File: config.mk
export PLATFORM = sky130hd
export DESIGN_NAME = calendar_date_arithmetic_unit
export DESIGN_NICKNAME = d
export VERILOG_FILES = /design/src/rtl/cdau_pkg.sv /design/src/rtl/cdau_alu.sv /design/src/rtl/cdau_seq.sv /design/src/rtl/calendar_date_arithmetic_unit.sv
export SDC_FILE = /design/constraint.sdc
export NUM_CORES = 1
export LEC_CHECK = 0
export ABC_AREA = 1
export BUFFER_PORTS_ARGS = -buffer_cell sky130_fd_sc_hd__buf_2
export CORE_ASPECT_RATIO = 1.75
export CORE_MARGIN = 3
export CORE_UTILIZATION = 40
export CTS_CLUSTER_DIAMETER = 60
export DETAILED_ROUTE_END_ITERATION = 8
export PLACE_DENSITY = 0.55
export SYNTH_ARGS = -nofsm -noshare
export SYNTH_HDL_FRONTEND = slang
export SYNTH_SLANG_ARGS = --single-unit
File: constraint.sdc
create_clock -name aclk -period 19.4 [get_ports aclk]
set_input_delay 0.97 -clock aclk [delete_from_list [all_inputs] [get_ports aclk]]
set_output_delay 0.97 -clock aclk [all_outputs]
set_load 0.03 [all_outputs]
File: src/rtl/cdau_pkg.sv
package cdau_pkg;

    // Width of the shared adder and of the wide work registers.
    localparam int DW = 26;
    // Internal year width: a year grows past 14 bits while months are added.
    localparam int YW = 15;

    // Stream widths.
    localparam int S_TDATA_W = 64;
    localparam int M_TDATA_W = 48;

    // Opcodes.
    localparam logic [2:0] OP_ADD_DAYS       = 3'd0;
    localparam logic [2:0] OP_ADD_MONTHS     = 3'd1;
    localparam logic [2:0] OP_DAY_DIFF       = 3'd2;
    localparam logic [2:0] OP_MONTHS_BETWEEN = 3'd3;
    localparam logic [2:0] OP_VALIDATE       = 3'd4;

    // Year chunk levels used while taking a year apart.
    localparam logic [1:0] LVL_400 = 2'd0;
    localparam logic [1:0] LVL_100 = 2'd1;
    localparam logic [1:0] LVL_4   = 2'd2;
    localparam logic [1:0] LVL_1   = 2'd3;

    localparam logic [3:0] MONTHS_PER_YEAR = 4'd12;
    localparam logic [3:0] MONTH_CLAMP     = 4'd13;

    // The year is analyzed as y + 399, so y = 0 still gets a clean remainder.
    localparam logic [8:0] YEAR_BIAS = 9'd399;
    // Day count of the 400 year bias, taken off the running total up front.
    localparam logic [DW-1:0] TOT_BIAS = DW'(-146097);

    typedef struct packed {
        logic [2:0]  opcode;
        logic [4:0]  a_day;
        logic [3:0]  a_month;
        logic [13:0] a_year;
        logic [4:0]  b_day;
        logic [3:0]  b_month;
        logic [13:0] b_year;
        logic [15:0] amount;
    } cdau_item_t;

    typedef struct packed {
        logic [4:0]  r_day;
        logic [3:0]  r_month;
        logic [13:0] r_year;
        logic [22:0] count;
        logic        a_valid;
        logic        b_after_a;
        logic        error;
    } cdau_result_t;

    typedef struct packed {
        logic [DW-1:0] sum;
        logic          neg;
        logic          zero;
    } cdau_alu_t;

    // Length of a month; codes outside 1..12 read as 31.
    function automatic logic [4:0] days_in(input logic [3:0] m, input logic leap);
        logic [4:0] len;
        case (m) inside
            4'd2:                    len = leap ? 5'd29 : 5'd28;
            4'd4, 4'd6, 4'd9, 4'd11: len = 5'd30;
            default:                 len = 5'd31;
        endcase
        return len;
    endfunction

    // Years in one chunk of the given level.
    function automatic logic [8:0] year_chunk(input logic [1:0] lvl);
        logic [8:0] yrs;
        case (lvl)
            LVL_400: yrs = 9'd400;
            LVL_100: yrs = 9'd100;
            LVL_4:   yrs = 9'd4;
            default: yrs = 9'd1;
        endcase
        return yrs;
    endfunction

    // Days in one chunk of the given level.
    function automatic logic [17:0] chunk_days(input logic [1:0] lvl);
        logic [17:0] days;
        case (lvl)
            LVL_400: days = 18'd146097;
            LVL_100: days = 18'd36524;
            LVL_4:   days = 18'd1461;
            default: days = 18'd365;
        endcase
        return days;
    endfunction

    // Leap test from the mixed radix remainder of (year + 399) mod 400.
    function automatic logic leap_of(input logic [1:0] c100, input logic [4:0] c4,
                                     input logic [1:0] c1);
        return (c1 == 2'd3) && ((c4 != 5'd24) || (c100 == 2'd3));
    endfunction

    // Clamp a wide difference into the 23 bit signed result range.
    function automatic logic [22:0] sat_count(input logic [DW-1:0] v);
        logic [DW-23:0] hi;
        logic [22:0]    r;
        hi = v[DW-1:22];
        if ((hi == '0) || (hi == '1)) begin
            r = v[22:0];
        end else if (v[DW-1]) begin
            r = 23'h400000;
        end else begin
            r = 23'h3FFFFF;
        end
        return r;
    endfunction

endpackage

File: src/rtl/cdau_alu.sv
module cdau_alu import cdau_pkg::*; (
    input  logic [DW-1:0] op_a,
    input  logic [DW-1:0] op_b,
    input  logic          sub,
    output cdau_alu_t     res
);

    logic [DW-1:0] sum;

    // One adder serves both add and subtract: invert and carry in for subtract.
    always_comb begin
        sum      = op_a + (op_b ^ {DW{sub}}) + {{(DW-1){1'b0}}, sub};
        res.sum  = sum;
        res.neg  = sum[DW-1];
        res.zero = (sum == '0);
    end

endmodule

File: src/rtl/cdau_seq.sv
module cdau_seq import cdau_pkg::*; (
    input  logic         aclk,
    input  logic         aresetn,
    input  logic         start,
    input  cdau_item_t   item,
    output logic         ready,
    output logic         res_valid,
    input  logic         res_ready,
    output cdau_result_t res
);

    typedef enum logic [17:0] {
        S_IDLE  = 18'b000000000000000001,
        S_YINIT = 18'b000000000000000010,
        S_YSUB  = 18'b000000000000000100,
        S_YADD  = 18'b000000000000001000,
        S_MSUM  = 18'b000000000000010000,
        S_MDAY  = 18'b000000000000100000,
        S_DIFF  = 18'b000000000001000000,
        S_DLOAD = 18'b000000000010000000,
        S_DSTEP = 18'b000000000100000000,
        S_MLOAD = 18'b000000001000000000,
        S_MSTEP = 18'b000000010000000000,
        S_KEY   = 18'b000000100000000000,
        S_CNT0  = 18'b000001000000000000,
        S_CNT1  = 18'b000010000000000000,
        S_CNT2  = 18'b000100000000000000,
        S_CNT3  = 18'b001000000000000000,
        S_CNT4  = 18'b010000000000000000,
        S_DONE  = 18'b100000000000000000
    } state_t;

    state_t        state_reg, state_next;
    cdau_item_t    item_reg, item_next;
    cdau_result_t  res_reg, res_next;
    logic [YW-1:0] y_reg, y_next;
    logic [YW-1:0] yrem_reg, yrem_next;
    logic [1:0]    lvl_reg, lvl_next;
    logic [1:0]    c100_reg, c100_next;
    logic [4:0]    c4_reg, c4_next;
    logic [1:0]    c1_reg, c1_next;
    logic [DW-1:0] tot_reg, tot_next;
    logic [DW-1:0] save_reg, save_next;
    logic [DW-1:0] work_reg, work_next;
    logic [3:0]    mon_reg, mon_next;
    logic          phase_reg, phase_next;

    logic [DW-1:0] alu_a, alu_b;
    logic          alu_sub;
    cdau_alu_t     alu;

    logic          leap;
    logic [4:0]    cur_len;
    logic [4:0]    a_len;
    logic [3:0]    cur_m;
    logic [4:0]    cur_d;
    logic [3:0]    top_m;
    logic [22:0]   key_a, key_b;

    cdau_alu u_alu (
        .op_a (alu_a),
        .op_b (alu_b),
        .sub  (alu_sub),
        .res  (alu)
    );

    // Calendar facts for the year currently held in the leap counters.
    always_comb begin
        leap    = leap_of(c100_reg, c4_reg, c1_reg);
        cur_len = days_in(mon_reg, leap);
        a_len   = days_in(item_reg.a_month, leap);
        cur_m   = phase_reg ? item_reg.b_month : item_reg.a_month;
        cur_d   = phase_reg ? item_reg.b_day : item_reg.a_day;
        top_m   = (cur_m > MONTH_CLAMP) ? MONTH_CLAMP : cur_m;
        key_a   = {item_reg.a_year, item_reg.a_month, item_reg.a_day};
        key_b   = {item_reg.b_year, item_reg.b_month, item_reg.b_day};
    end

    // Sequencer: picks the adder operands and updates the work registers.
    always_comb begin
        state_next = state_reg;
        item_next  = item_reg;
        res_next   = res_reg;
        y_next     = y_reg;
        yrem_next  = yrem_reg;
        lvl_next   = lvl_reg;
        c100_next  = c100_reg;
        c4_next    = c4_reg;
        c1_next    = c1_reg;
        tot_next   = tot_reg;
        save_next  = save_reg;
        work_next  = work_reg;
        mon_next   = mon_reg;
        phase_next = phase_reg;
        alu_a      = '0;
        alu_b      = '0;
        alu_sub    = 1'b0;

        unique case (state_reg)
            S_IDLE: begin
                if (start) begin
                    item_next  = item;
                    res_next   = '0;
                    y_next     = YW'(item.a_year);
                    mon_next   = item.a_month;
                    phase_next = 1'b0;
                    unique case (item.opcode) inside
                        OP_ADD_DAYS, OP_ADD_MONTHS: begin
                            if ((item.a_month == 4'd0) || (item.a_month > MONTHS_PER_YEAR)) begin
                                res_next.error = 1'b1;
                                state_next     = S_DONE;
                            end else if (item.opcode == OP_ADD_DAYS) begin
                                state_next = S_YINIT;
                            end else begin
                                state_next = S_MLOAD;
                            end
                        end
                        OP_DAY_DIFF:                    state_next = S_YINIT;
                        OP_MONTHS_BETWEEN, OP_VALIDATE: state_next = S_KEY;
                        default:                        state_next = S_DONE;
                    endcase
                end
            end

            // Start a year analysis on y + 399.
            S_YINIT: begin
                alu_a      = DW'(y_reg);
                alu_b      = DW'(YEAR_BIAS);
                yrem_next  = alu.sum[YW-1:0];
                tot_next   = TOT_BIAS;
                lvl_next   = LVL_400;
                c100_next  = 2'd0;
                c4_next    = 5'd0;
                c1_next    = 2'd0;
                state_next = S_YSUB;
            end

            // Take one chunk of years off, or move down a level.
            S_YSUB: begin
                alu_a   = DW'(yrem_reg);
                alu_b   = DW'(year_chunk(lvl_reg));
                alu_sub = 1'b1;
                if (alu.neg) begin
                    if (lvl_reg != LVL_1) begin
                        lvl_next = lvl_reg + 2'd1;
                    end else begin
                        // Year analysis finished; continue per opcode.
                        case (item_reg.opcode)
                            OP_ADD_DAYS: state_next = S_DLOAD;
                            OP_ADD_MONTHS: begin
                                res_next.r_day   = (item_reg.a_day > cur_len) ?
                                                   cur_len : item_reg.a_day;
                                res_next.r_month = mon_reg;
                                res_next.r_year  = y_reg[13:0];
                                state_next       = S_DONE;
                            end
                            OP_DAY_DIFF: begin
                                mon_next = 4'd1;
                                if (y_reg == '0) begin
                                    tot_next = '0;
                                end
                                state_next = S_MSUM;
                            end
                            default: begin
                                res_next.a_valid = (item_reg.a_year > 14'd1) &&
                                    (item_reg.a_month != 4'd0) &&
                                    (item_reg.a_month <= MONTHS_PER_YEAR) &&
                                    (item_reg.a_day != 5'd0) &&
                                    (item_reg.a_day <= a_len);
                                state_next = S_DONE;
                            end
                        endcase
                    end
                end else begin
                    yrem_next = alu.sum[YW-1:0];
                    case (lvl_reg)
                        LVL_100: c100_next = c100_reg + 2'd1;
                        LVL_4:   c4_next   = c4_reg + 5'd1;
                        LVL_1:   c1_next   = c1_reg + 2'd1;
                        default: ;
                    endcase
                    state_next = S_YADD;
                end
            end

            // Add the days of the chunk just taken.
            S_YADD: begin
                alu_a      = tot_reg;
                alu_b      = DW'(chunk_days(lvl_reg));
                tot_next   = alu.sum;
                state_next = S_YSUB;
            end

            // Add whole months before the current month.
            S_MSUM: begin
                if (mon_reg < top_m) begin
                    alu_a    = tot_reg;
                    alu_b    = DW'(cur_len);
                    tot_next = alu.sum;
                    mon_next = mon_reg + 4'd1;
                end else begin
                    state_next = S_MDAY;
                end
            end

            // Add the day; the first date's number is set aside.
            S_MDAY: begin
                alu_a = tot_reg;
                alu_b = DW'(cur_d);
                if (!phase_reg) begin
                    save_next  = alu.sum;
                    phase_next = 1'b1;
                    y_next     = YW'(item_reg.b_year);
                    state_next = S_YINIT;
                end else begin
                    tot_next   = alu.sum;
                    state_next = S_DIFF;
                end
            end

            S_DIFF: begin
                alu_a          = tot_reg;
                alu_b          = save_reg;
                alu_sub        = 1'b1;
                res_next.count = sat_count(alu.sum);
                state_next     = S_DONE;
            end

            S_DLOAD: begin
                alu_a      = DW'(item_reg.a_day);
                alu_b      = DW'(item_reg.amount);
                work_next  = alu.sum;
                state_next = S_DSTEP;
            end

            // Walk one month forward while the day count overruns it.
            S_DSTEP: begin
                alu_a   = work_reg;
                alu_b   = DW'(cur_len);
                alu_sub = 1'b1;
                if (alu.neg || alu.zero) begin
                    res_next.r_day   = work_reg[4:0];
                    res_next.r_month = mon_reg;
                    res_next.r_year  = y_reg[13:0];
                    state_next       = S_DONE;
                end else begin
                    work_next = alu.sum;
                    if (mon_reg == MONTHS_PER_YEAR) begin
                        mon_next = 4'd1;
                        y_next   = y_reg + YW'(1);
                        if (c1_reg == 2'd3) begin
                            c1_next = 2'd0;
                            if (c4_reg == 5'd24) begin
                                c4_next   = 5'd0;
                                c100_next = c100_reg + 2'd1;
                            end else begin
                                c4_next = c4_reg + 5'd1;
                            end
                        end else begin
                            c1_next = c1_reg + 2'd1;
                        end
                    end else begin
                        mon_next = mon_reg + 4'd1;
                    end
                end
            end

            S_MLOAD: begin
                alu_a      = DW'(item_reg.amount);
                alu_b      = DW'(item_reg.a_month - 4'd1);
                work_next  = alu.sum;
                state_next = S_MSTEP;
            end

            // Split the month total into years and a month by repeated subtract.
            S_MSTEP: begin
                alu_a   = work_reg;
                alu_b   = DW'(MONTHS_PER_YEAR);
                alu_sub = 1'b1;
                if (alu.neg) begin
                    mon_next   = work_reg[3:0] + 4'd1;
                    state_next = S_YINIT;
                end else begin
                    work_next = alu.sum;
                    y_next    = y_reg + YW'(1);
                end
            end

            // Compare the packed dates: the sign tells whether a lies after b.
            S_KEY: begin
                alu_a   = DW'(key_b);
                alu_b   = DW'(key_a);
                alu_sub = 1'b1;
                if (item_reg.opcode == OP_MONTHS_BETWEEN) begin
                    if (alu.neg) begin
                        res_next.error = 1'b1;
                        res_next.count = '1;
                        state_next     = S_DONE;
                    end else begin
                        state_next = S_CNT0;
                    end
                end else begin
                    res_next.b_after_a = !alu.neg && !alu.zero;
                    state_next         = S_YINIT;
                end
            end

            S_CNT0: begin
                alu_a      = DW'(item_reg.b_year);
                alu_b      = DW'(item_reg.a_year);
                alu_sub    = 1'b1;
                work_next  = alu.sum;
                state_next = S_CNT1;
            end

            // Times twelve as eight plus four.
            S_CNT1: begin
                alu_a      = {work_reg[DW-4:0], 3'b000};
                alu_b      = {work_reg[DW-3:0], 2'b00};
                work_next  = alu.sum;
                state_next = S_CNT2;
            end

            S_CNT2: begin
                alu_a      = work_reg;
                alu_b      = DW'(item_reg.b_month);
                work_next  = alu.sum;
                state_next = S_CNT3;
            end

            S_CNT3: begin
                alu_a      = work_reg;
                alu_b      = DW'(item_reg.a_month);
                alu_sub    = 1'b1;
                work_next  = alu.sum;
                state_next = S_CNT4;
            end

            // A partial month at the end does not count.
            S_CNT4: begin
                alu_a          = work_reg;
                alu_b          = DW'(item_reg.b_day < item_reg.a_day);
                alu_sub        = 1'b1;
                res_next.count = alu.sum[22:0];
                state_next     = S_DONE;
            end

            S_DONE: begin
                if (res_ready) begin
                    state_next = S_IDLE;
                end
            end

            default: state_next = S_IDLE;
        endcase
    end

    // Control state.
    always_ff @(posedge aclk) begin
        if (!aresetn) begin
            state_reg <= S_IDLE;
        end else begin
            state_reg <= state_next;
        end
    end

    // Work registers.
    always_ff @(posedge aclk) begin
        item_reg  <= item_next;
        res_reg   <= res_next;
        y_reg     <= y_next;
        yrem_reg  <= yrem_next;
        lvl_reg   <= lvl_next;
        c100_reg  <= c100_next;
        c4_reg    <= c4_next;
        c1_reg    <= c1_next;
        tot_reg   <= tot_next;
        save_reg  <= save_next;
        work_reg  <= work_next;
        mon_reg   <= mon_next;
        phase_reg <= phase_next;
    end

    assign ready     = (state_reg == S_IDLE);
    assign res_valid = (state_reg == S_DONE);
    assign res       = res_reg;

endmodule

File: src/rtl/calendar_date_arithmetic_unit.sv
// Channel  | Direction | Content
// ---------+-----------+-------------------------------------------------
// s_       | input     | one date request: opcode in tuser, dates and amount
// m_       | output    | one result: date, count, flags in tdata, error in tuser
//
// The shared adder does one step a cycle; year analysis works chunk by chunk,
// adding days takes one step per month and adding months one step per year.
// Reset is synchronous and active low; it clears the sequencer and the
// output valid. A finished result waits in the output register, so the next
// transaction is accepted while it stalls; s_tready is high only when idle.
module calendar_date_arithmetic_unit import cdau_pkg::*; (
    input  logic                 aclk,
    input  logic                 aresetn,
    input  logic                 s_tvalid,
    output logic                 s_tready,
    // a_day, a_month, a_year, b_day, b_month, b_year, amount, zero pad
    input  logic [S_TDATA_W-1:0] s_tdata,
    // opcode
    input  logic [2:0]           s_tuser,
    output logic                 m_tvalid,
    input  logic                 m_tready,
    // r_day, r_month, r_year, count, a_valid, b_after_a
    output logic [M_TDATA_W-1:0] m_tdata,
    // error
    output logic [0:0]           m_tuser
);

    cdau_item_t   item;
    cdau_result_t res;
    cdau_result_t out_reg;
    logic         out_valid_reg;
    logic         core_ready;
    logic         res_valid;
    logic         res_ready;

    // Unpack the input transaction.
    always_comb begin
        item.opcode  = s_tuser;
        item.a_day   = s_tdata[4:0];
        item.a_month = s_tdata[8:5];
        item.a_year  = s_tdata[22:9];
        item.b_day   = s_tdata[27:23];
        item.b_month = s_tdata[31:28];
        item.b_year  = s_tdata[45:32];
        item.amount  = s_tdata[61:46];
    end

    cdau_seq u_seq (
        .aclk      (aclk),
        .aresetn   (aresetn),
        .start     (s_tvalid),
        .item      (item),
        .ready     (core_ready),
        .res_valid (res_valid),
        .res_ready (res_ready),
        .res       (res)
    );

    assign s_tready  = core_ready;
    assign res_ready = !out_valid_reg || m_tready;

    // Output register: valid flag.
    always_ff @(posedge aclk) begin
        if (!aresetn) begin
            out_valid_reg <= 1'b0;
        end else if (res_valid && res_ready) begin
            out_valid_reg <= 1'b1;
        end else if (m_tready) begin
            out_valid_reg <= 1'b0;
        end
    end

    // Output register: payload.
    always_ff @(posedge aclk) begin
        if (res_valid && res_ready) begin
            out_reg <= res;
        end
    end

    assign m_tvalid = out_valid_reg;
    assign m_tdata  = {out_reg.b_after_a, out_reg.a_valid, out_reg.count,
                       out_reg.r_year, out_reg.r_month, out_reg.r_day};
    assign m_tuser  = out_reg.error;

endmodule

* Word-level counts from Yosys, hierarchy flattened
Cells that the tools add are included.
** Cells by class
- Mux-type cells :: 106
- Magnitude comparators :: 8
- Equal/unequal tests :: 73
- Reductions and logical operators :: 65
- Bitwise gates (word level) :: 2
- $add $sub $neg :: 10
** Operator list (count)
- $pmux W26 S16 :: 1
- $pmux W18 S16 :: 1
- $pmux W26 S10 :: 1
- $mux W26 :: 9
- $mux W23 :: 8
- $mux W18 :: 10
- $pmux W26 S5 :: 1
- $pmux W18 S3 :: 2
- $pmux W23 S4 :: 1
- $mux W15 :: 6
- $pmux W26 S3 :: 1
- $pmux W23 S3 :: 1
- $pmux W15 S4 :: 1
- $mux W5 :: 11
- $mux W49 :: 1
- $mux W4 :: 10
- $pmux W18 S2 :: 1
- $ne A2 B2 Y1 const B :: 16
- $pmux W15 S2 :: 1
- $pmux W9 S3 :: 1
- $add A26 B1 Y26 :: 1
- $add A26 B26 Y26 :: 1
- $logic_not A26 Y1 :: 1
- $mux W2 :: 13
- 76 further kinds :: 164
** Storage, ports and cells
- Bits in registers :: 306
- Word-level logic and storage cells :: 299
- Output and inout port bits :: 51

* Longest topological paths before layout
- Depth in word-level cells :: 15
- Depth in mapped cells :: 40
- Depth with buffers taken out :: 39

* Hierarchy
Synthesis repeated with hierarchy kept, for this count alone.
** Second synthesis, totals
- Cells, all modules :: 1844
- Area, all modules :: 16946.3 sq um
** By module, submodules not included
- cdau_seq :: area an instance 13222.7 sq um, cells an instance 1366, times used 1
- cdau_alu :: area an instance 2200.9 sq um, cells an instance 422, times used 1
- calendar_date_arithmetic_unit :: area an instance 1522.7 sq um, cells an instance 56, times used 1

* Worst setup path after synthesis
Ideal clock, no wire load.
- Path kind :: flip-flop to flip-flop
- Start point :: reg u_seq.state_reg[8]
- End point :: reg out_reg, in the netlist m_tdata[0], enable pin
- Library setup time :: 577 ps
- Arrival :: 5886 ps
- Setup slack :: 12937 ps
- Period minus slack after synthesis :: 6463 ps
- Cell stages (with the launch flop) :: 8
- Path through :: dfxtp_1 > nor2_1 > nand2_2 > nor2_4 > buf_2 > buf_2 > nand2_1 > nor4_1
** On the way
- Word-level cells in the longest chain between the ends :: 2
** RTL lines
- from (decl) :: RTL line cdau_seq.sv:33 : state_t state_reg, state_next;
- from (signal assigned) :: RTL line cdau_seq.sv:363 : state_reg <= state_next;
- $eq A18 B18 Y1 :: RTL line cdau_seq.sv:385 : assign res_valid = (state_reg == S_DONE);
- $logic_and A1 B1 Y1 :: RTL line calendar_date_arithmetic_unit.sv:75 : if (res_valid && res_ready) begin
- to (signal assigned) :: RTL line calendar_date_arithmetic_unit.sv:76 : out_reg <= res;
- to (decl) :: RTL line calendar_date_arithmetic_unit.sv:30 : cdau_result_t out_reg;
No other way between the ends.
A chain may end at the register's enable or synchronous reset.

==> run metrics <==
Max-cap violations 0; syn_area_per_cell between 9 and 10 µm²; Antenna Nets Post-Route 0; Top cell by count, worst path nand2_1; share of cells above drive strength 1 between 10% and 20%; startpoint types flop; port bufs 119; Yosys top cell area share between 50% and 60%; Die W roughly 160 µm; Netlist cell types 64; post-synthesis sequential area ratio around 54%; CTS max path bufs 3; via count between 10000 and 15000; element type at the critical path end flop; initial core utilization between 40 and 50%; post-CTS setup buffers 0; clock latency at the later pin of the worst-skew pair between 0.5 and 0.6 ns; Net Count, Synth between 1500 and 2000; cts repair resizes 0; largest net degree at the start of global routing 55; Synth area leaders edfxtp_1, nand2_1, inv_1; residual DRC count 0; synthesis-to-finish area growth 15.0%; CTS Sinks approximately 310; clk_skew 0.0256 ns; Clock Root Buffer clkbuf_16; area of the die 44300 µm²; leak pwr slightly above 8 nW; H-tree depth 2; drt total wl around 63 mm; area post-placement about 18000 µm²; total routing usage reported by global routing between 20 and 30%; Clock transition at path regs around 0.06 ns; warnings from Yosys 0; Async S/R FF share, synth 0%; Max-slew headroom roughly a quarter; Post-synth EDFFs around 290; global-route wire length before repair ~91 mm; number of I/O pins approximately 120; vias per cell between 5 and 6; commonest non-fill, non-tap cell in the layout nand2_1; post-synth top area cell edfxtp_1; ys flop type edfxtp_1; routability-driven placement congestion ratio roughly 1.0; cells after synthesis 1735; Slew @ Worst Pin roughly 1.1 ns; GR Overflow Total 0; Worst Path Class, Setup flop to flop; max-slew violations 0; total power a little over 3 mW; RSZ-0062 raised after global routing false; initial antenna violation count 0; # fillers a little under 4000; Die H 276 µm; core area around 41000 µm²; Final Hold Fails 0; CTS Buf Count 35; Peak Freq approximately 120 MHz; Post-Layout Cell Count between 2000 and 2500; total iterations of the first detailed-routing run 6; synthesized flop and latch total between 300 and 400; Pwr Density roughly 160 nW/µm²; Setup Total Neg Slack 0 ns; Hold WS between 0.4 and 0.5 ns; Final Cell Area between 15000 and 20000 µm²; WP data required between 15 and 20 ns; wire per inst around 26 µm; commonest cells after routing, fill and taps aside nand2_1, edfxtp_1, inv_1, nor2_1, buf_2; drt initial violations 1237; Period minus WS final approximately 8 ns; CP max stage delay around 0.7 ns; fin crit share about two fifths; Hold-fix buffers, CTS 0; dpl hpwl about 48 mm; status finished, final reports clean; nets@finish 1996; Cell Rows slightly below 100; max FFs per register 65; # setup viols final 0; placed insts 2380; diode count 0; vias in the first global route 14107; CTS tree built; Hold Crit Class flop to flop; Crit Path Max Fanout 23; mapped cell area around 17000 µm²; Arr. time, crit path just over 8 ns; VDD IR-drop max ~94 µV; Crit-path slowest cell clkinv_1
-- cell families after synthesis --
logic type	count (synthesis)	share of synthesized area [%]
AOI/OAI and AO/OA	324	12.7
xor gates and xnor gates	42	2.20
adders and majority gates	58	4.39
buffers and inverters	293	6.79
DFF	306	53.9
and+or+nand+nor	712	19.9
-- layer usage --
layer	up-vias	track usage, %	wire length [µm]
li1	6386	-	-
met1	6761	29.3	22000
met2	671	48.9	31400
met3	262	3.27	3290
met4	0	23.5	6500
met5	-	0	0
-- synthesized netlist by cell type, types with 8 or more instances --
library cell,instances
nor4_1,16
inv_1,218
dfxtp_1,19
ha_1,57
nand4_1,30
o2111ai_1,19
a221oi_1,14
nand3b_1,10
nand2_1,306
or2_1,10
o221ai_1,12
inv_2,20
nand3_2,16
o21ai_0,84
o22ai_1,43
o211ai_1,16
nand3_1,89
a2111oi_0,13
nor3_1,29
clkbuf_1,32
a21oi_1,67
buf_2,8
edfxtp_1,287
xor2_1,37
nor2_1,165
-- critical path: cells and delay by family, from the launching register on --
family | cells | cell delay (ns)
AO/OA/AOI/OAI | 9 | 2.61
AND/OR/NAND/NOR | 13 | 2.29
buffers and inverters | 4 | 1.82
flip-flops | 1 | 0.40
adder cells (fa/ha/maj) | 1 | 0.38
XOR/XNOR | 1 | 0.20
-- report_power, final --
| part | switching, mW | total [mW] | internal (mW) | leakage [nW] |
|---|---|---|---|---|
| clock | 0.288 | 0.705 | 0.417 | 0.595 |
| combinational | 0.916 | 1.20 | 0.289 | 4.77 |
| sequential | 0.125 | 1.17 | 1.04 | 2.81 |
| total | 1.33 | 3.08 | 1.75 | 8.17 |
-- metrics by stage --
step | worst slack [ns] | util (%)
finish | 11.28 | 46.7
global placement | 11.54 | 43.7
CTS | 11.46 | 46.7
global route | 10.89 | 46.7
floorplan | 12.94 | -
detailed placement | 11.51 | 43.7
-- final timing paths --
kind,slack [ns],cells past startpoint,endpoint,start
setup / recovery,11.28,28,u_seq.res[34],u_seq.state_reg[16]
hold / removal,0.42,0,m_tdata[42],u_seq.res[22]
setup reg to reg,11.28,28,u_seq.res[34],u_seq.state_reg[16]
hold reg to reg,0.42,0,m_tdata[42],u_seq.res[22]
-- layout make-up --
type / instances / area (µm²) / share of cell area, %
multi-input combinational: 1136 / 6590 / 34.3
clock buffer: 42 / 966 / 5.03
clock inverter: 21 / 254 / 1.32
sequential: 306 / 9000 / 46.9
tap: 550 / 688 / 3.59
inverter: 246 / 928 / 4.84
timing repair buffer: 142 / 768 / 4.00
(Power assumes the default switching activity.)
